`config.mk`:
```
export PLATFORM = sky130hd
export DESIGN_NAME = modular_exponentiation
export DESIGN_NICKNAME = d
export VERILOG_FILES = /design/src/sv/modexp_pkg.sv /design/src/sv/modexp_mulmod.sv /design/src/sv/modular_exponentiation.sv
export SDC_FILE = /design/constraint.sdc
export NUM_CORES = 1
export LEC_CHECK = 0
export ABC_AREA = 1
export ABC_CLOCK_PERIOD_IN_PS = 6700
export CELL_PAD_IN_SITES_DETAIL_PLACEMENT = 0
export CELL_PAD_IN_SITES_GLOBAL_PLACEMENT = 1
export CORE_MARGIN = 2
export CORE_UTILIZATION = 45
export CTS_CLUSTER_DIAMETER = 200
export DETAILED_ROUTE_END_ITERATION = 10
export DONT_BUFFER_PORTS = 1
export PLACE_DENSITY = 0.78
export SLEW_MARGIN = 20
export SYNTH_ARGS = -nofsm -noshare
export SYNTH_HDL_FRONTEND = slang
export SYNTH_HIERARCHICAL = 1
export SYNTH_SLANG_ARGS = --single-unit
export TNS_END_PERCENT = 10
```
`constraint.sdc`:
```
create_clock -name clock -period 6.7 [get_ports clock]
set_input_delay 1.005 -clock clock [delete_from_list [all_inputs] [get_ports clock]]
set_output_delay 1.005 -clock clock [all_outputs]
set_load 0.05 [all_outputs]
```
`src/sv/modexp_pkg.sv`:
```
// Shared constants and types for the modular exponentiation block.
// No dependencies; imported by modexp_mulmod and modular_exponentiation.
`default_nettype none

package modexp_pkg;

   localparam int OPERAND_BITS_DEFAULT = 31;

   // Configuration register indexes.
   localparam int CSR_INDEX_BITS = 2;
   localparam logic [CSR_INDEX_BITS-1:0] CSR_MODULUS  = 2'd0;
   localparam logic [CSR_INDEX_BITS-1:0] CSR_EXPONENT = 2'd1;

   typedef enum logic [1:0] {
      ST_IDLE,
      ST_REDUCE,
      ST_SQUARE,
      ST_MULT
   } state_type;

endpackage

`default_nettype wire

```
`src/sv/modexp_mulmod.sv`:
```
// Bit-serial interleaved modular multiplier: a * b mod m, one multiplier bit per cycle.
// Depends on modexp_pkg. Requires b < m; a may take any value.
`default_nettype none

module modexp_mulmod
   import modexp_pkg::*;
#(
   parameter int OPERAND_BITS = OPERAND_BITS_DEFAULT
) (
   input  wire logic                    clock,
   input  wire logic                    reset,
   input  wire logic                    start,
   input  wire logic [OPERAND_BITS-1:0] op_a,
   input  wire logic [OPERAND_BITS-1:0] op_b,
   input  wire logic [OPERAND_BITS-1:0] modulus,
   output logic                         done,
   output logic [OPERAND_BITS-1:0]      product
);

   localparam int W      = OPERAND_BITS + 2;
   localparam int CNT_W  = $clog2(OPERAND_BITS);
   localparam logic [CNT_W-1:0] CNT_LAST = CNT_W'(OPERAND_BITS - 1);

   logic                    run_ff, run_in;
   logic                    done_ff, done_in;
   logic [CNT_W-1:0]        cnt_ff, cnt_in;
   logic [OPERAND_BITS-1:0] a_sh_ff, a_sh_in;
   logic [OPERAND_BITS-1:0] b_ff, b_in;
   logic [OPERAND_BITS-1:0] p_ff, p_in;

   logic [W-1:0] sum, m1, m2, red;

   // Partial result stays below m, so 2p + b is below 3m and at most two
   // subtractions of m bring it back into range.
   always_comb begin
      sum = {1'b0, p_ff, 1'b0} + (a_sh_ff[OPERAND_BITS-1] ? {2'b00, b_ff} : W'(0));
      m1  = {2'b00, modulus};
      m2  = {1'b0, modulus, 1'b0};
      if (sum >= m2) begin
         red = sum - m2;
      end else if (sum >= m1) begin
         red = sum - m1;
      end else begin
         red = sum;
      end
   end

   always_comb begin
      run_in  = run_ff;
      done_in = 1'b0;
      cnt_in  = cnt_ff;
      a_sh_in = a_sh_ff;
      b_in    = b_ff;
      p_in    = p_ff;
      if (start) begin
         run_in  = 1'b1;
         cnt_in  = '0;
         a_sh_in = op_a;
         b_in    = op_b;
         p_in    = '0;
      end else if (run_ff) begin
         p_in    = red[OPERAND_BITS-1:0];
         a_sh_in = {a_sh_ff[OPERAND_BITS-2:0], 1'b0};
         cnt_in  = cnt_ff + CNT_W'(1);
         if (cnt_ff == CNT_LAST) begin
            run_in  = 1'b0;
            done_in = 1'b1;
         end
      end
   end

   always_ff @(posedge clock) begin
      if (reset) begin
         run_ff  <= 1'b0;
         done_ff <= 1'b0;
         cnt_ff  <= '0;
      end else begin
         run_ff  <= run_in;
         done_ff <= done_in;
         cnt_ff  <= cnt_in;
      end
      a_sh_ff <= a_sh_in;
      b_ff    <= b_in;
      p_ff    <= p_in;
   end

   assign done    = done_ff;
   assign product = p_ff;

endmodule

`default_nettype wire

```
`src/sv/modular_exponentiation.sv`:
```
// Modular exponentiation: result = block^exponent mod modulus, left-to-right
// square-and-multiply over one shared bit-serial multiplier (N = OPERAND_BITS).
// The shared serial multiplier carries the reduction, every squaring and every
// multiplication for the one bits of the exponent, and it sets the throughput.
// Exponent zero, or modulus of zero or one, answers in the cycle after start. One item at a time.
// Synchronous reset sets modulus and exponent to 1 and idles the block.
`default_nettype none

module modular_exponentiation
   import modexp_pkg::*;
#(
   parameter int OPERAND_BITS = OPERAND_BITS_DEFAULT
) (
   input  wire logic                      clock,
   input  wire logic                      reset,
   input  wire logic                      start,
   output logic                           busy,
   input  wire logic [OPERAND_BITS-1:0]   req_block_value,
   output logic                           rsp_valid,
   output logic [OPERAND_BITS-1:0]        rsp_transformed_block,
   input  wire logic                      csr_we,
   input  wire logic [CSR_INDEX_BITS-1:0] csr_index,
   input  wire logic [OPERAND_BITS-1:0]   csr_wdata
);

   localparam int BIT_W = $clog2(OPERAND_BITS);
   localparam logic [OPERAND_BITS-1:0] ONE = OPERAND_BITS'(1);

   state_type               state_ff, state_in;
   logic [OPERAND_BITS-1:0] modulus_ff, exponent_ff;
   logic [OPERAND_BITS-1:0] acc_ff, acc_in;
   logic [OPERAND_BITS-1:0] base_ff, base_in;
   logic [BIT_W-1:0]        bit_ff, bit_in;
   logic                    rsp_valid_ff, rsp_valid_in;
   logic [OPERAND_BITS-1:0] rsp_data_ff, rsp_data_in;

   logic                    mul_start, mul_done;
   logic [OPERAND_BITS-1:0] mul_a, mul_b, mul_product;

   modexp_mulmod #(
      .OPERAND_BITS(OPERAND_BITS)
   ) u_mulmod (
      .clock   (clock),
      .reset   (reset),
      .start   (mul_start),
      .op_a    (mul_a),
      .op_b    (mul_b),
      .modulus (modulus_ff),
      .done    (mul_done),
      .product (mul_product)
   );

   always_ff @(posedge clock) begin
      if (reset) begin
         modulus_ff  <= ONE;
         exponent_ff <= ONE;
      end else if (csr_we) begin
         case (csr_index)
            CSR_MODULUS:  modulus_ff  <= csr_wdata;
            CSR_EXPONENT: exponent_ff <= csr_wdata;
            default: ;
         endcase
      end
   end

   always_comb begin
      state_in     = state_ff;
      acc_in       = acc_ff;
      base_in      = base_ff;
      bit_in       = bit_ff;
      rsp_valid_in = 1'b0;
      rsp_data_in  = rsp_data_ff;
      mul_start    = 1'b0;
      mul_a        = mul_product;
      mul_b        = mul_product;
      case (state_ff)
         ST_IDLE: begin
            if (start) begin
               if (exponent_ff == '0) begin
                  rsp_valid_in = 1'b1;
                  rsp_data_in  = ONE;
               end else if (modulus_ff <= ONE) begin
                  rsp_valid_in = 1'b1;
                  rsp_data_in  = '0;
               end else begin
                  // Reduce the block first: block * 1 mod m.
                  mul_start = 1'b1;
                  mul_a     = req_block_value;
                  mul_b     = ONE;
                  acc_in    = ONE;
                  bit_in    = BIT_W'(OPERAND_BITS - 1);
                  state_in  = ST_REDUCE;
               end
            end
         end
         ST_REDUCE: begin
            if (mul_done) begin
               base_in   = mul_product;
               mul_start = 1'b1;
               mul_a     = acc_ff;
               mul_b     = acc_ff;
               state_in  = ST_SQUARE;
            end
         end
         ST_SQUARE: begin
            if (mul_done) begin
               acc_in = mul_product;
               if (exponent_ff[bit_ff]) begin
                  mul_start = 1'b1;
                  mul_b     = base_ff;
                  state_in  = ST_MULT;
               end else if (bit_ff == '0) begin
                  rsp_valid_in = 1'b1;
                  rsp_data_in  = mul_product;
                  state_in     = ST_IDLE;
               end else begin
                  bit_in    = bit_ff - BIT_W'(1);
                  mul_start = 1'b1;
               end
            end
         end
         ST_MULT: begin
            if (mul_done) begin
               acc_in = mul_product;
               if (bit_ff == '0) begin
                  rsp_valid_in = 1'b1;
                  rsp_data_in  = mul_product;
                  state_in     = ST_IDLE;
               end else begin
                  bit_in    = bit_ff - BIT_W'(1);
                  mul_start = 1'b1;
                  state_in  = ST_SQUARE;
               end
            end
         end
         default: state_in = ST_IDLE;
      endcase
   end

   always_ff @(posedge clock) begin
      if (reset) begin
         state_ff     <= ST_IDLE;
         rsp_valid_ff <= 1'b0;
      end else begin
         state_ff     <= state_in;
         rsp_valid_ff <= rsp_valid_in;
      end
      acc_ff      <= acc_in;
      base_ff     <= base_in;
      bit_ff      <= bit_in;
      rsp_data_ff <= rsp_data_in;
   end

   assign busy                  = (state_ff != ST_IDLE);
   assign rsp_valid             = rsp_valid_ff;
   assign rsp_transformed_block = rsp_data_ff;

endmodule

`default_nettype wire

```
==> flow_summary.yaml <==
status:
  outcome: "finished, final reports clean"
setup_path:
  endpoint_kind: "flip-flop"
  r2r_end: "u_mulmod/product[17]"
  crit_top_cell: "nand2_1"
  cp.required_ns: 7.22
  r2r-start: "u_mulmod/a_sh_ff[30]"
  crit_fanout: 33
  worst_setup_path_start_kind: "flip-flop"
  path_cells: "nand2_1 > inv_1 > ha_1 > nand2_1 > nor2_1 > nand3_1 > o21ai_0 > a21o_1 > xor2_1 > ha_1 > nand2_1 > nand2_1 > a21oi_2 > a21oi_1 > nor2_1 > nand3_1 > nand2_1 > nand4_4 > nor2_8 > nand2_1 > nand3_1 > nand2_1 > inv_1"
  ff2ff_path_depth: 23
  arrival_ns: 6.31
  crit_start: "u_mulmod/a_sh_ff[30]"
  cpMaxStageDelayCell: "edfxtp_1"
  crit_type: "flip-flop to flip-flop"
  rrSetupSlack_ns: 0.91
  crit_path_max_incr_delay_ns: 1.00
die:
  initial_core_util_pct: 45.5
  num_rows: 75
  die-area_mm2: 0.0440
  core_mm2: 0.0419
  die_w_um: 210
  die_h_um: 210
  pin_count: 101
layout:
  syn_to_final_growth_pct: 6.94
  n_antenna_cell: 0
  drive_gt1_share_pct: 3.83
  nNetsFinal: 2908
  final_core_utilization_pct: 48.6
sta:
  maxSlewHeadroom_pct: 28.4
  rsz0062_at_grt: "no"
  setup_ws_ns: 0.907
  min_period_ns: 5.79
  setup_tns_ns: 0
  clock-skew-final_ns: 0.0183
  final-setup-viol-count: 0
  worst_pin_slew_ns: 1.07
  hold_viol_final: 0
  maxSlewViolCount: 0
  period_share_pct: 86.5
  fmax_mhz: 173
synthesis:
  synth_common_cells: "nand2_1, inv_1, nor2_1, nand3_1, a21oi_1"
  synth_nets: 2948
  synth_area_per_cell_um2: 6.84
  synth_top_area_share_pct: 25.2
  synth_seq_cells: 263
  post_synth_fa_ha_maj_area_fraction_pct: 6.56
  async_flop_share_pct: 0
  synthTopCellsByArea: "edfxtp_1, nand2_1, dfxtp_1, inv_1, nand3_1"
  synth-xor-area-share_pct: 3.36
  synth_top_family_by_area: "simple AND/OR/NAND/NOR gates"
  synth_simple_gate_area_share_pct: 31.2
  synthMuxAreaShare_pct: 0
  yosysMostFrequentCell: "nand2_1"
  synthCells: 2782
  seq_area_frac_synth_pct: 36.1
  synth_compound_area_share_pct: 11.5
  yosys.area.top_type: "edfxtp_1"
  netlist_area_mm2: 0.0190
  synth_edf_count: 160
  synth_cell_types: 54
  synth_ff_type: "edfxtp_1"
  ys_warn_count: 6
global_route:
  overflow: 0
  grt_max_degree: 67
  grt_usage_pct: 29.9
  grt_pass1_vias: 17300
  antenna_found_initial: 0
  grt_pass1_wl_um: 101000
hold_path:
  hp-start: "modulus_ff[17]"
  hold_depth: 2
  hp-class: "flip-flop to flip-flop"
  min_to: "modulus_ff[17]"
job:
  cap_violations: 0
clock_network:
  cts_sinks: 263
  clkTransAtPathRegs_ns: 0.06
  htree_num_levels: 1
  cts_resized: 0
  clockRootBuffer: "clkbuf_16"
  insertion_delay_ns: 0.58
  hold_buffers: 0
  cts_buffers: 31
  cts_buffer_depth: 3
  cts_setup_buffers: 0
  cts_tree: "yes"
placed_design:
  dp_hpwl_um: 51500
  io_buffers: 0
  gp_congestion: 0.997
  preCtsSetupSlack_ns: 1.01
routing:
  dr.pass1.iters: 8
  post_drt_wl_per_cell_um: 20.0
  vias: 18100
  remaining_drc_errors: 0
  drtIter0Drc: 1678
  wl_um: 66000
  viasPerCell: 5.47
  ant_nets: 0
## worst max path at each step
| stage | end | slack (ns) | depth (start not counted) |
|---|---|---|---|
| 5_1_grt | u_mulmod/product[0] | 0.36 | 25 |
| 6_report | u_mulmod/product[17] | 0.91 | 23 |
| 3_3_place_gp | u_mulmod/product[19] | 0.99 | 25 |
| 3_5_place_dp | u_mulmod/product[19] | 1.01 | 23 |
| 2_1_floorplan | u_mulmod/product[24] | 2.89 | 29 |
| 4_1_cts | u_mulmod/product[2] | 0.97 | 23 |
## critical path, delay by kind of cell (launching register included)
| family | cells | cell delay [ns] |
|---|---|---|
| AOI/OAI and AO/OA | 4 | 1.09 |
| xor gates and xnor gates | 1 | 0.52 |
| adders and majority gates | 2 | 0.61 |
| buffers and inverters | 2 | 0.15 |
| DFF | 1 | 1.00 |
| and+or+nand+nor | 14 | 2.31 |
## stage by stage
step | instances | hold slack [ns] | area [µm²]
after CTS | 3306 | 0.475 | 20400
after floorplan | 2782 | 0.444 | 19000
after global routing | 3306 | 0.485 | 20400
after global placement | 3248 | 0.458 | 19400
after detailed placement | 3248 | 0.466 | 19400
final | 3306 | 0.473 | 20400
## sequential cells by signal, indices dropped and copies added (netlist names), 2 cells and up
name                   cells
acc_ff                    31
base_ff                   31
exponent_ff               31
modulus_ff                31
rsp_transformed_block     31
u_mulmod/a_sh_ff          31
u_mulmod/b_ff             31
u_mulmod/product          31
bit_ff                     5
u_mulmod/cnt_ff            5
state_ff                   2
## logic make-up after synthesis
group | count (synthesis)
buf+inv | 533
compound gates | 401
xor+xnor | 73
simple gates | 1414
flops | 263
fa+ha+maj | 98
## metal layers
layer | vias up | track usage [%] | routed length (µm)
met2 | 548 | 48.1 | 29600
met3 | 102 | 4.11 | 4200
met4 | 0 | 12.7 | 3180
met1 | 8479 | 40.5 | 29000
met5 | - | 0 | 0
li1 | 8942 | - | -
## cell type report
cell class	count	area, µm²
tap	539	674
clock inverter	16	139
timing repair buffer	25	188
sequential	263	6870
inverter	435	1630
multi-input combinational	1986	10000
clock buffer	42	837
fill	4276	21500
## layout by cell type, fill, tap and decap left out, types with 5 or more instances in the layout
master	netlist	routed
nand2_1	756	756
inv_1	422	420
nor2_1	291	289
nand3_1	264	264
a21oi_1	205	205
edfxtp_1	160	160
o21ai_0	114	114
dfxtp_1	103	103
ha_1	95	95
xor2_1	54	54
nand4_1	49	49
clkbuf_16	0	31
buf_4	7	25
o21bai_1	21	21
nor3_1	20	20
xnor2_1	19	19
o22ai_1	15	15
a31oi_1	11	11
inv_2	9	10
clkinv_1	4	10
o211ai_1	9	9
clkbuf_1	48	9
nand2_2	8	8
a21o_1	7	7
o21a_1	5	5
Power is left out: the tool's default activity adds up to more than one toggle a clock period on the data nets, which glitch-free logic cannot reach.
